$ cat src/hdl/rsfd_pkg.sv
// ----------------------------------------------------------------------------
// rsfd_pkg
// Shared types and constants of the radio sensor frame dispatcher.
// ----------------------------------------------------------------------------
`default_nettype none

package rsfd_pkg;

  localparam int FRAME_LEN = 12;
  localparam int CNT_W     = $clog2(FRAME_LEN + 1);
  localparam int ID_W      = 32;
  localparam int WORD_W    = 48;
  localparam int TDATA_W   = 88;

  localparam logic [7:0] START_BYTE = 8'h68;
  localparam logic [7:0] LEN_BYTE   = 8'h06;
  localparam logic [7:0] STOP_BYTE  = 8'h16;
  localparam logic [7:0] ALL_ONES   = 8'hFF;
  localparam logic [7:0] ACK_HEAD   = 8'hAA;
  localparam logic [7:0] RC_HEAD    = 8'hA6;
  localparam logic [7:0] RC_MASK_ON = 8'h53;
  localparam logic [7:0] RC_MASK_OFF = 8'h5C;
  localparam logic [7:0] TEMP_BASE  = 8'h61;
  localparam logic [7:0] TEMP_LAST  = 8'h63;
  localparam logic signed [7:0] TEMP_MAX = 8'sd125;
  localparam logic signed [7:0] TEMP_MIN = -8'sd85;

  localparam logic [7:0] ADDR_SW_FIRST   = 8'h01;
  localparam logic [7:0] ADDR_SW_LAST    = 8'h03;
  localparam logic [7:0] ADDR_LEAK_LAST  = 8'h07;
  localparam logic [3:0] NIB_ACK = 4'h0;
  localparam logic [3:0] NIB_RC  = 4'h2;
  localparam logic [7:0] DATA_ON  = 8'h01;
  localparam logic [7:0] DATA_OFF = 8'h02;
  localparam logic [7:0] LEAK_OFS = 8'h06;

  localparam logic [1:0] KIND_NONE  = 2'd0;
  localparam logic [1:0] KIND_OWN   = 2'd1;
  localparam logic [1:0] KIND_BCAST = 2'd2;

  localparam logic [1:0] MEV_NONE = 2'd0;
  localparam logic [1:0] MEV_SET  = 2'd1;
  localparam logic [1:0] MEV_CLR  = 2'd2;

  localparam logic [1:0] UPD_NONE = 2'd0;
  localparam logic [1:0] UPD_SW   = 2'd1;
  localparam logic [1:0] UPD_LEAK = 2'd2;
  localparam logic [1:0] UPD_TEMP = 2'd3;

  typedef struct packed {
    logic [1:0] kind;
    logic [7:0] addr;
    logic [7:0] data;
  } frame_t;

  typedef struct packed {
    logic [1:0]        frame_kind;
    logic [7:0]        dev_addr;
    logic [7:0]        dev_data;
    logic              reply_send;
    logic [WORD_W-1:0] reply_word;
    logic [1:0]        mask_event;
    logic              mask_on;
    logic [1:0]        update_kind;
    logic [3:0]        update_index;
    logic [7:0]        update_value;
  } result_t;

endpackage

`default_nettype wire

$ cat src/hdl/radio_sensor_frame_dispatcher.sv
// ----------------------------------------------------------------------------
// radio_sensor_frame_dispatcher
// Path: the input register, then window check and command decode into the
//   result register, which drives out_tvalid and out_tdata.
// Throughput: one byte per cycle while out_tready allows; the window and mask
//   registers update in the same cycle a byte moves from input to result.
// Reset (rst_n low, synchronous): window empty, mask off, module id 0.
// ----------------------------------------------------------------------------
`default_nettype none

module radio_sensor_frame_dispatcher (
  input  wire logic                         clk,
  input  wire logic                         rst_n,
  input  wire logic                         in_tvalid,
  output      logic                         in_tready,
  input  wire logic [7:0]                   in_tdata,   // rx_byte
  input  wire logic                         in_tuser,   // burst_start
  output      logic                         out_tvalid,
  input  wire logic                         out_tready,
  // dev_addr, dev_data, reply_send, reply_word, mask_event, mask_on,
  // update_kind, update_index, update_value, zero pad
  output      logic [rsfd_pkg::TDATA_W-1:0] out_tdata,
  output      logic [1:0]                   out_tuser,  // frame_kind
  input  wire logic                         cfg_valid,
  output      logic                         cfg_ready,
  input  wire logic [rsfd_pkg::ID_W-1:0]    cfg_data    // module_id
);

  logic [7:0]                s1_byte_r;
  logic                      s1_burst_r;
  logic                      s1_valid_r;
  logic                      out_valid_r;
  rsfd_pkg::result_t         out_r;
  rsfd_pkg::result_t         result;
  rsfd_pkg::frame_t          frame;
  logic [rsfd_pkg::ID_W-1:0] module_id_r;
  logic                      out_adv;
  logic                      step;
  logic                      in_xfer;

  assign out_adv   = !out_valid_r || out_tready;
  assign step      = s1_valid_r && out_adv;
  assign in_tready = !s1_valid_r || out_adv;
  assign in_xfer   = in_tvalid && in_tready;
  assign cfg_ready = 1'b1;

  always_ff @(posedge clk) begin
    if (!rst_n) begin
      module_id_r <= '0;
    end else if (cfg_valid) begin
      module_id_r <= cfg_data;
    end
  end

  always_ff @(posedge clk) begin
    if (!rst_n) begin
      s1_valid_r  <= 1'b0;
      out_valid_r <= 1'b0;
    end else begin
      if (in_xfer) begin
        s1_valid_r <= 1'b1;
      end else if (step) begin
        s1_valid_r <= 1'b0;
      end
      if (step) begin
        out_valid_r <= 1'b1;
      end else if (out_tready) begin
        out_valid_r <= 1'b0;
      end
    end
  end

  always_ff @(posedge clk) begin
    if (in_xfer) begin
      s1_byte_r  <= in_tdata;
      s1_burst_r <= in_tuser;
    end
    if (step) begin
      out_r <= result;
    end
  end

  rsfd_window u_window (
    .clk         (clk),
    .rst_n       (rst_n),
    .step        (step),
    .rx_byte     (s1_byte_r),
    .burst_start (s1_burst_r),
    .module_id   (module_id_r),
    .frame       (frame)
  );

  rsfd_cmd u_cmd (
    .clk       (clk),
    .rst_n     (rst_n),
    .step      (step),
    .frame     (frame),
    .module_id (module_id_r),
    .result    (result)
  );

  assign out_tvalid = out_valid_r;
  assign out_tuser  = out_r.frame_kind;
  assign out_tdata  = {6'b0, out_r.update_value, out_r.update_index, out_r.update_kind,
                       out_r.mask_on, out_r.mask_event, out_r.reply_word,
                       out_r.reply_send, out_r.dev_data, out_r.dev_addr};

endmodule

`default_nettype wire

$ cat src/hdl/rsfd_window.sv
// ----------------------------------------------------------------------------
// rsfd_window
// Sliding byte window with frame header, id and checksum match.
// ----------------------------------------------------------------------------
`default_nettype none

module rsfd_window (
  input  wire logic                     clk,
  input  wire logic                     rst_n,
  input  wire logic                     step,
  input  wire logic [7:0]               rx_byte,
  input  wire logic                     burst_start,
  input  wire logic [rsfd_pkg::ID_W-1:0] module_id,
  output rsfd_pkg::frame_t              frame
);

  localparam int LAST = rsfd_pkg::FRAME_LEN - 1;

  logic [7:0]                 win_r   [rsfd_pkg::FRAME_LEN];
  logic [7:0]                 win_nxt [rsfd_pkg::FRAME_LEN];
  logic [7:0]                 full_w  [rsfd_pkg::FRAME_LEN];
  logic [rsfd_pkg::CNT_W-1:0] cnt_r, cnt_nxt, cnt_eff;
  logic                       full;
  logic                       hdr_ok;
  logic [7:0]                 sum;
  logic [rsfd_pkg::ID_W-1:0]  id_field;
  logic                       own_ok, bc_ok;
  logic [1:0]                 kind;

  always_comb begin
    if (burst_start || cnt_r >= rsfd_pkg::CNT_W'(rsfd_pkg::FRAME_LEN)) begin
      cnt_eff = '0;
    end else begin
      cnt_eff = cnt_r;
    end
    full = (cnt_eff == rsfd_pkg::CNT_W'(LAST));
  end

  always_comb begin
    for (int i = 0; i < rsfd_pkg::FRAME_LEN; i++) begin
      full_w[i] = (i == LAST) ? rx_byte : win_r[i];
    end
    sum = '0;
    for (int i = 4; i < 10; i++) begin
      sum = sum + full_w[i];
    end
    hdr_ok = (full_w[0] == rsfd_pkg::START_BYTE) && (full_w[1] == rsfd_pkg::LEN_BYTE) &&
             (full_w[2] == rsfd_pkg::LEN_BYTE) && (full_w[3] == rsfd_pkg::START_BYTE) &&
             (full_w[LAST] == rsfd_pkg::STOP_BYTE) && (sum == full_w[10]);
    id_field = {full_w[4], full_w[5], full_w[6], full_w[7]};
    own_ok   = hdr_ok && (id_field == module_id);
    bc_ok    = hdr_ok && (id_field == {4{rsfd_pkg::ALL_ONES}});
    priority if (!full) begin
      kind = rsfd_pkg::KIND_NONE;
    end else if (own_ok) begin
      kind = rsfd_pkg::KIND_OWN;
    end else if (bc_ok) begin
      kind = rsfd_pkg::KIND_BCAST;
    end else begin
      kind = rsfd_pkg::KIND_NONE;
    end
  end

  always_comb begin
    frame.kind = kind;
    frame.addr = (kind != rsfd_pkg::KIND_NONE) ? full_w[8] : '0;
    frame.data = (kind != rsfd_pkg::KIND_NONE) ? full_w[9] : '0;
  end

  // full window: a match empties it, a miss drops the oldest byte
  always_comb begin
    for (int i = 0; i < rsfd_pkg::FRAME_LEN; i++) begin
      win_nxt[i] = win_r[i];
    end
    cnt_nxt = cnt_eff + 1'b1;
    if (full) begin
      if (kind != rsfd_pkg::KIND_NONE) begin
        cnt_nxt = '0;
      end else begin
        for (int i = 0; i < LAST; i++) begin
          win_nxt[i] = full_w[i + 1];
        end
        win_nxt[LAST] = '0;
        cnt_nxt = rsfd_pkg::CNT_W'(LAST);
      end
    end else begin
      for (int i = 0; i < rsfd_pkg::FRAME_LEN; i++) begin
        if (i == int'(cnt_eff)) begin
          win_nxt[i] = rx_byte;
        end
      end
    end
  end

  always_ff @(posedge clk) begin
    if (!rst_n) begin
      cnt_r <= '0;
    end else if (step) begin
      cnt_r <= cnt_nxt;
    end
  end

  always_ff @(posedge clk) begin
    if (step) begin
      win_r <= win_nxt;
    end
  end

endmodule

`default_nettype wire

$ cat src/hdl/rsfd_cmd.sv
// ----------------------------------------------------------------------------
// rsfd_cmd
// Command decode of a matched frame: replies, mask flag and status updates.
// ----------------------------------------------------------------------------
`default_nettype none

module rsfd_cmd (
  input  wire logic                      clk,
  input  wire logic                      rst_n,
  input  wire logic                      step,
  input  wire rsfd_pkg::frame_t          frame,
  input  wire logic [rsfd_pkg::ID_W-1:0] module_id,
  output rsfd_pkg::result_t              result
);

  logic mask_r, mask_nxt;
  logic is_own;
  logic is_frame;
  logic signed [7:0] temp;

  always_comb begin
    is_own   = (frame.kind == rsfd_pkg::KIND_OWN);
    is_frame = (frame.kind != rsfd_pkg::KIND_NONE);
    temp     = $signed(frame.data);
    mask_nxt = mask_r;

    result.frame_kind   = frame.kind;
    result.dev_addr     = frame.addr;
    result.dev_data     = frame.data;
    result.reply_send   = 1'b0;
    result.reply_word   = '0;
    result.mask_event   = rsfd_pkg::MEV_NONE;
    result.update_kind  = rsfd_pkg::UPD_NONE;
    result.update_index = '0;
    result.update_value = '0;

    if (is_own && frame.addr[7:4] == rsfd_pkg::NIB_ACK) begin
      result.reply_send = 1'b1;
      result.reply_word = {rsfd_pkg::ACK_HEAD, module_id, frame.addr[3:0], 4'hF};
    end else if (is_frame && frame.addr[7:4] == rsfd_pkg::NIB_RC) begin
      if (frame.data == rsfd_pkg::RC_MASK_ON) begin
        result.reply_send = 1'b1;
        result.reply_word = {rsfd_pkg::RC_HEAD, {4{rsfd_pkg::ALL_ONES}}, rsfd_pkg::RC_MASK_ON};
        result.mask_event = rsfd_pkg::MEV_SET;
        mask_nxt          = 1'b1;
      end else if (frame.data == rsfd_pkg::RC_MASK_OFF) begin
        result.reply_send = 1'b1;
        result.reply_word = {rsfd_pkg::RC_HEAD, {4{rsfd_pkg::ALL_ONES}}, rsfd_pkg::RC_MASK_OFF};
        result.mask_event = rsfd_pkg::MEV_CLR;
        mask_nxt          = 1'b0;
      end
    end

    if (is_own) begin
      if (frame.addr >= rsfd_pkg::ADDR_SW_FIRST && frame.addr <= rsfd_pkg::ADDR_LEAK_LAST &&
          (frame.data == rsfd_pkg::DATA_ON || frame.data == rsfd_pkg::DATA_OFF)) begin
        if (frame.addr <= rsfd_pkg::ADDR_SW_LAST) begin
          result.update_kind  = rsfd_pkg::UPD_SW;
          result.update_index = 4'(frame.addr - rsfd_pkg::ADDR_SW_FIRST);
        end else begin
          result.update_kind  = rsfd_pkg::UPD_LEAK;
          result.update_index = 4'(frame.addr + rsfd_pkg::LEAK_OFS);
        end
        result.update_value = (frame.data == rsfd_pkg::DATA_ON) ? 8'd1 : 8'd0;
      end else if (frame.addr >= rsfd_pkg::TEMP_BASE && frame.addr <= rsfd_pkg::TEMP_LAST) begin
        if (temp < rsfd_pkg::TEMP_MAX && temp > rsfd_pkg::TEMP_MIN) begin
          result.update_kind  = rsfd_pkg::UPD_TEMP;
          result.update_index = 4'(frame.addr - rsfd_pkg::TEMP_BASE);
          result.update_value = frame.data;
        end
      end
    end

    result.mask_on = mask_nxt;
  end

  always_ff @(posedge clk) begin
    if (!rst_n) begin
      mask_r <= 1'b0;
    end else if (step) begin
      mask_r <= mask_nxt;
    end
  end

endmodule

`default_nettype wire

$ cat config.mk
export PLATFORM = sky130hd
export DESIGN_NAME = radio_sensor_frame_dispatcher
export DESIGN_NICKNAME = d
export VERILOG_FILES = /design/src/hdl/rsfd_pkg.sv /design/src/hdl/radio_sensor_frame_dispatcher.sv /design/src/hdl/rsfd_window.sv /design/src/hdl/rsfd_cmd.sv
export SDC_FILE = /design/constraint.sdc
export NUM_CORES = 1
export LEC_CHECK = 0
export BUFFER_PORTS_ARGS = -buffer_cell sky130_fd_sc_hd__buf_2
export CORE_MARGIN = 2
export CORE_UTILIZATION = 25
export CTS_BUF_LIST = sky130_fd_sc_hd__clkbuf_4
export CTS_CLUSTER_SIZE = 24
export DETAILED_ROUTE_END_ITERATION = 10
export GPL_TIMING_DRIVEN = 1
export PLACE_DENSITY = 0.4
export SETUP_SLACK_MARGIN = 0.4
export SLEW_MARGIN = 20
export SYNTH_ARGS = -nofsm -noshare
export SYNTH_HDL_FRONTEND = slang
export SYNTH_SLANG_ARGS = --single-unit
$ cat constraint.sdc
create_clock -name clk -period 5 [get_ports clk]
set_clock_uncertainty 0.15 [all_clocks]
set_input_delay 0.75 -clock clk [delete_from_list [all_inputs] [get_ports clk]]
set_output_delay 0.75 -clock clk [all_outputs]
set_load 0.02 [all_outputs]
==> results of run 1 <==
==> state kept, by name, summed over array words and instances, names as in the netlist, 2 cells and up <==
name	cells
u_window.cnt_r	4
s1_byte_r	8
out_tdata	74
u_window.full_w	88
module_id_r	32
out_tuser	2
==> how the worst min path moves through the flow <==
stage,from,endpoint,slack [ps],cells past startpoint
5_1_grt,in_tdata[3],s1_byte_r[3],40,1
6_report,in_tdata[1],s1_byte_r[1],100,1
4_1_cts,in_tdata[3],s1_byte_r[3],30,1
3_3_place_gp,s1_byte_r[4],u_window.full_w[12],320,0
2_1_floorplan,s1_byte_r[4],u_window.full_w[12],290,0
3_5_place_dp,s1_byte_r[4],u_window.full_w[12],330,0
==> where the power goes <==
group	internal, mW	switching [mW]	total, mW
clock network	0.785	0.753	1.54
registers	1.96	0.0372	2.00
logic	0.0901	0.166	0.256
==> Yosys cell counts (all sizes together), types with 3 or more instances <==
| library cell | instances |
|---|---|
| mux2i | 33 |
| inv | 85 |
| nand2 | 184 |
| o21a | 6 |
| o21ai | 45 |
| nor4 | 11 |
| clkbuf | 22 |
| nor2b | 35 |
| xnor2 | 49 |
| fa | 27 |
| dfxtp | 39 |
| nor3 | 4 |
| a21o | 5 |
| buf | 26 |
| nand4 | 22 |
| edfxtp | 173 |
| nand3 | 6 |
| nor4bb | 4 |
| and2 | 18 |
| nand2b | 5 |
| and3 | 8 |
| a21oi | 17 |
| nor2 | 19 |
| ha | 13 |
| nor4b | 4 |
| xor2 | 3 |
==> final cells by class <==
cell class / count / share of cell area
clock inverter: 17 / 0.00557
antenna: 1 / 0.000186
clock buffer: 86 / 0.0479
tap: 532 / 0.0493
timing repair buffer: 214 / 0.119
multi-input combinational: 550 / 0.310
inverter: 86 / 0.0248
sequential: 212 / 0.443
==> kinds of logic after synthesis <==
family / after synthesis / share of synthesized area
XOR/XNOR: 53 / 0.0476
AO/OA/AOI/OAI: 86 / 0.0508
other: 2 / 0.000735
adder cells (fa/ha/maj): 40 / 0.0688
AND/OR/NAND/NOR: 326 / 0.155
flip-flops: 212 / 0.585
buffers and inverters: 134 / 0.0596
multiplexers: 33 / 0.0323
==> metal layers <==
metal,vias up,routed length (microns)
li1,3514,-
met1,3585,14000
met2,188,16100
met3,59,1380
met4,0,958
met5,-,0
==> repair_timing <==
| item | in CTS | in global routing |
|---|---|---|
| pin swaps | 11 | 13 |
| gates resized for setup | 37 | 131 |
| buffers inserted | 11 | 15 |
| endpoints found under the setup margin | 143 | 168 |
| cloned | 2 | 7 |
==> impl_metrics.yaml, run 1 <==
floorplanning:
  core_sq_mm: 0.0406
  initial_core_util: 0.252
  die_width_microns: 206
  dieArea_sq_mm: 0.0425
  rows: 74
  ios: 139
  die_h_microns: 206
global_routing:
  gr-usage-met3: 0.0284
  track_usage: 0.147
  grt_pass1_wl_microns: 45800
  grt_pass1_vias: 7289
  use_met1: 0.185
  grt.overflow.total: 0
  antenna_found_initial: 1
  top_usage_layer: "met2"
  grt_use_met2: 0.247
  grt_max_degree: 81
yosys:
  synth_flop_cell: "edfxtp_1"
  synth.distinct_cells: 57
  ys_seq_area_frac: 0.585
  synth_cells: 886
  ys_seq_elements: 212
  synth_area_leaders: "edfxtp_1, dfxtp_1, nand2_1"
  yosysWarnings: 0
  synthArstFlopShare: 0
  synth_area_leader_cell: "edfxtp_1"
  synth_edf_count: 173
  synth_area_sq_mm: 0.0102
  avgSynthCellArea_sq_um: 11.5
  synth_top_area_frac: 0.508
clock_network:
  ctsHoldBuffers: 0
  htree_levels: 2
  clk_latency_ps: 750
  cts_tree: "done"
  cts.sinks: 212
  clockBufferDepth: 3
  root_buffer: "clkbuf_4"
  cts_buffers: 58
  path_clk_slew_ps: 70
drt:
  vias: 7346
  dr.pass1.iters: 5
  drc_errors: 0
  drtIter0Drc: 378
  vias_per_cell: 4.33
  postRouteAntennaNets: 0
  drt-total-wl_microns: 32400
  wl_per_cell_microns: 19.1
sta:
  fmax_ghz: 0.206
  worst_slack_ps: 137
  max_slew_margin: -0.00351
  timing.hold.ws_ps: 103
  fin_crit_sh: 0.973
  slew_viol_final: 6
  fin_crit_ps: 4860
  worst_pin_slew_ps: 1500
  final-hold-violation-count: 0
  rsz0062_at_grt: "yes"
  totalNegativeSetupSlack_ps: 0
  setup-violations-final: 0
placement:
  pre_cts_ws_ps: 42.3
  dpl_cell_area_sq_mm: 0.0118
  portBuffers: 128
  place_inst: 1559
  hpwl_microns: 21600
  gp_congestion: 0.810
cells_and_area:
  drive_above_1_share: 0.350
  final_nets: 1208
  final_common_cell: "nand2_1"
  stdcell_count: 1698
  final_core_utilization: 0.333
  final_cell_mix: "nand2_1, edfxtp_1, buf_2"
  fin_area_sq_mm: 0.0135
  multi_input_area_sq_mm: 0.00418
  fill_cells: 4169
  regArea_sq_mm: 0.00598
  synthToLayoutAreaGrowth_pct: 32.0
setup_path:
  worstRegToRegCells: 18
  cp.depth: 18
  r2r_end: "u_window.full_w[90]"
  crit_chain: "fa_1 > inv_2 > fa_1 > fa_1 > inv_2 > ha_4 > fa_1 > xnor2_1 > nand4_1 > nor4_2 > nand4_1 > buf_4 > buf_6 > nor2_4 > a21o_1 > buf_12 > a21oi_4 > buf_6"
  cp_max_fo: 8
  endpoint: "u_window.full_w[90]"
  r2r_setup_slack_ps: 140
  critPathSlowestCell: "fa_1"
  timing_worst_setup_path_type: "flop to flop"
  arrival_ps: 5150
  cpMostUsedCell: "fa_1"
  rr_startpoint: "u_window.full_w[58]"
  cp-startpoint: "u_window.full_w[58]"
  path_delay_family: "adder cells"
  cp-end-kind: "flop"
  startpoint_type: "flop"
  crit_required_ps: 5280
  critPathBufInv: 6
  max_stage_delay_ps: 570
job:
  cap_violations: 1
min_path:
  min_path_type: "input port to flop"
run_status:
  violations: "capacitance limit, slew limit"
  status: "finished, violations left"
power_and_ir_drop:
  power_density_mw_per_mm2: 281
  power.leakage_nw: 5.26
  power_mw: 3.79
  ir_drop_v: 0.000101
No activity file was read; power rests on OpenSTA's default activity.
==> run 2, diff against run 1 <==
--- a/config.mk
+++ b/config.mk
@@ -12,7 +12,7 @@
 export CTS_CLUSTER_SIZE = 24
 export DETAILED_ROUTE_END_ITERATION = 10
 export GPL_TIMING_DRIVEN = 1
-export PLACE_DENSITY = 0.4
+export PLACE_DENSITY = 0.38
 export SETUP_SLACK_MARGIN = 0.4
 export SLEW_MARGIN = 20
 export SYNTH_ARGS = -nofsm -noshare
==> constraint.sdc (replaced) <==
create_clock -name clk -period 5.58 [get_ports clk]
set_clock_uncertainty 0.15 [all_clocks]
set_input_delay 0.837 -clock clk [delete_from_list [all_inputs] [get_ports clk]]
set_output_delay 0.837 -clock clk [all_outputs]
set_load 0.02 [all_outputs]
==> run 2 against run 1 <==
Effect of this change:
- the flow now finishes without violations
- sequential cell count did not move
- sequential power shrank 11%
- worst setup slack gained 550 ps
- highest routed layer unchanged
- critical path depth fell by 2
- final cell count is 2.3% lower
- clock power decreased by 6%
- largest power group unchanged
- maximum frequency shrank 0.66%
- sequential share of layout area is 3.6 points higher
- register-to-register slack better by 550 ps
- routed wire length shrank 1.6%
- total power is 8.6% lower
- final area decreased by 7.5%
==> impl_metrics.yaml, run 2 (synthesis gave the netlist of run 1 again) <==
clock_network:
  path_clk_slew_ps: 70
  clockBufferDepth: 3
  htree_levels: 2
  ctsHoldBuffers: 0
  clk_latency_ps: 740
  root_buffer: "clkbuf_4"
  cts_buffers: 60
  cts.sinks: 212
  cts_tree: "done"
drt:
  drt-total-wl_microns: 31900
  drc_errors: 0
  wl_per_cell_microns: 19.2
  vias: 7122
  drtIter0Drc: 353
  top_layer: "met4"
  postRouteAntennaNets: 0
  met3_length_microns: 1520
  wl_met1_microns: 13700
  dr_wl_met2_microns: 15900
  dr.pass1.iters: 4
  vias_per_cell: 4.29
global_routing:
  grt_pass1_wl_microns: 46600
  grt_max_degree: 77
  grt.overflow.total: 0
  grt_pass1_vias: 7373
  track_usage: 0.149
  antenna_found_initial: 1
sta:
  totalNegativeSetupSlack_ps: 0
  fin_crit_sh: 0.877
  timing.hold.ws_ps: 150
  worst_pin_slew_ps: 1270
  worst_slack_ps: 685
  rsz0062_at_grt: "no"
  slew_viol_final: 0
  max_slew_margin: 0.148
  fin_crit_ps: 4890
  final-hold-violation-count: 0
  setup-violations-final: 0
  fmax_ghz: 0.204
placement:
  pre_cts_ws_ps: 346
  portBuffers: 128
  gp_congestion: 0.839
  hpwl_microns: 22100
power_and_ir_drop:
  power_density_mw_per_mm2: 278
  ir_drop_v: 0.0000853
  power.leakage_nw: 4.85
floorplanning:
  rows: 74
  die_h_microns: 206
  initial_core_util: 0.252
  core_sq_mm: 0.0406
  dieArea_sq_mm: 0.0425
  ios: 139
  die_width_microns: 206
run_status:
  status: "complete, no violations"
setup_path:
  timing_worst_setup_path_type: "flop to flop"
  crit_required_ps: 5790
  arrival_ps: 5100
  startpoint_type: "flop"
  cp-end-kind: "flop"
  cp_max_fo: 8
min_path:
  min_path_type: "input port to flop"
cells_and_area:
  final_common_cell: "nand2_1"
  final_nets: 1164
  largest_reg_flops: 88
  final_cell_mix: "nand2_1, edfxtp_1, buf_2"
  final_core_utilization: 0.308
  drive_above_1_share: 0.266
  synthToLayoutAreaGrowth_pct: 22.1
job:
  cap_violations: 0
[run 2: cell count changes in the layout (fill, tap and decap cells not counted), sizes merged]
| cell | delta |
|---|---|
| buf | -43 |
| clkinvlp | -1 |
| clkinv | -1 |
| clkbuf | +6 |
[run 2: critical path, cell delays in order (launching register included)]
cell and delay, ps:
edfxtp_1 550, fa_1 550, inv_1 90, fa_1 470, fa_1 540, inv_1 40, ha_1 340, a21oi_1 140
nand2_1 110, a31oi_1 280, xnor2_2 210, a211oi_4 70, buf_4 140, buf_4 130, buf_6 120, nor4_2 230
o21a_2 350
[run 2: what timing repair did]
item / 4_1_cts / 5_1_grt
setup endpoints to repair: 36 / 133
gates cloned: 0 / 2
gates resized for setup: 3 / 31
setup buffers: 7 / 8
pin swaps: 3 / 19
[run 2: report_power, final]
| part | leakage (nW) | switching, mW | total (mW) | internal, mW |
|---|---|---|---|---|
| Sequential | 1.87 | 0.0344 | 1.79 | 1.76 |
| Combinational | 2.52 | 0.144 | 0.220 | 0.0760 |
| Clock | 0.468 | 0.686 | 1.45 | 0.766 |
| Total | 4.85 | 0.864 | 3.47 | 2.60 |
[run 2: layout make-up]
cell class	instances	area, sq um
inverters	86	329
flip-flops and latches	212	5980
well taps	532	666
clock inverters	15	57.6
multi-input cells	550	3790
clock buffers	95	713
repair buffers	168	952
diodes	1	2.50
fillers	4288	28100
[run 2: metrics by stage]
step	cells	power, mW	cell area [sq um]
floorplan	894	1.96	10300
global placement	1531	2.05	11500
detailed placement	1531	2.05	11500
CTS	1648	3.55	12300
global route	1659	3.65	12500
finish	1659	3.47	12500
[run 2: final timing paths]
check	from	to	slack, ps	cells past startpoint
setup / recovery	u_window.full_w[60]	u_window.full_w[18]	690	16
hold / removal	in_tdata[4]	s1_byte_r[4]	150	1
setup reg to reg	u_window.full_w[60]	u_window.full_w[18]	690	16
hold reg to reg	s1_byte_r[4]	u_window.full_w[12]	350	0
[run 2: layer usage]
layer | vias to the layer above | track usage
met5 | - | 0
met4 | 0 | 0.0477
met3 | 46 | 0.0281
met2 | 189 | 0.256
met1 | 3465 | 0.190
li1 | 3422 | -
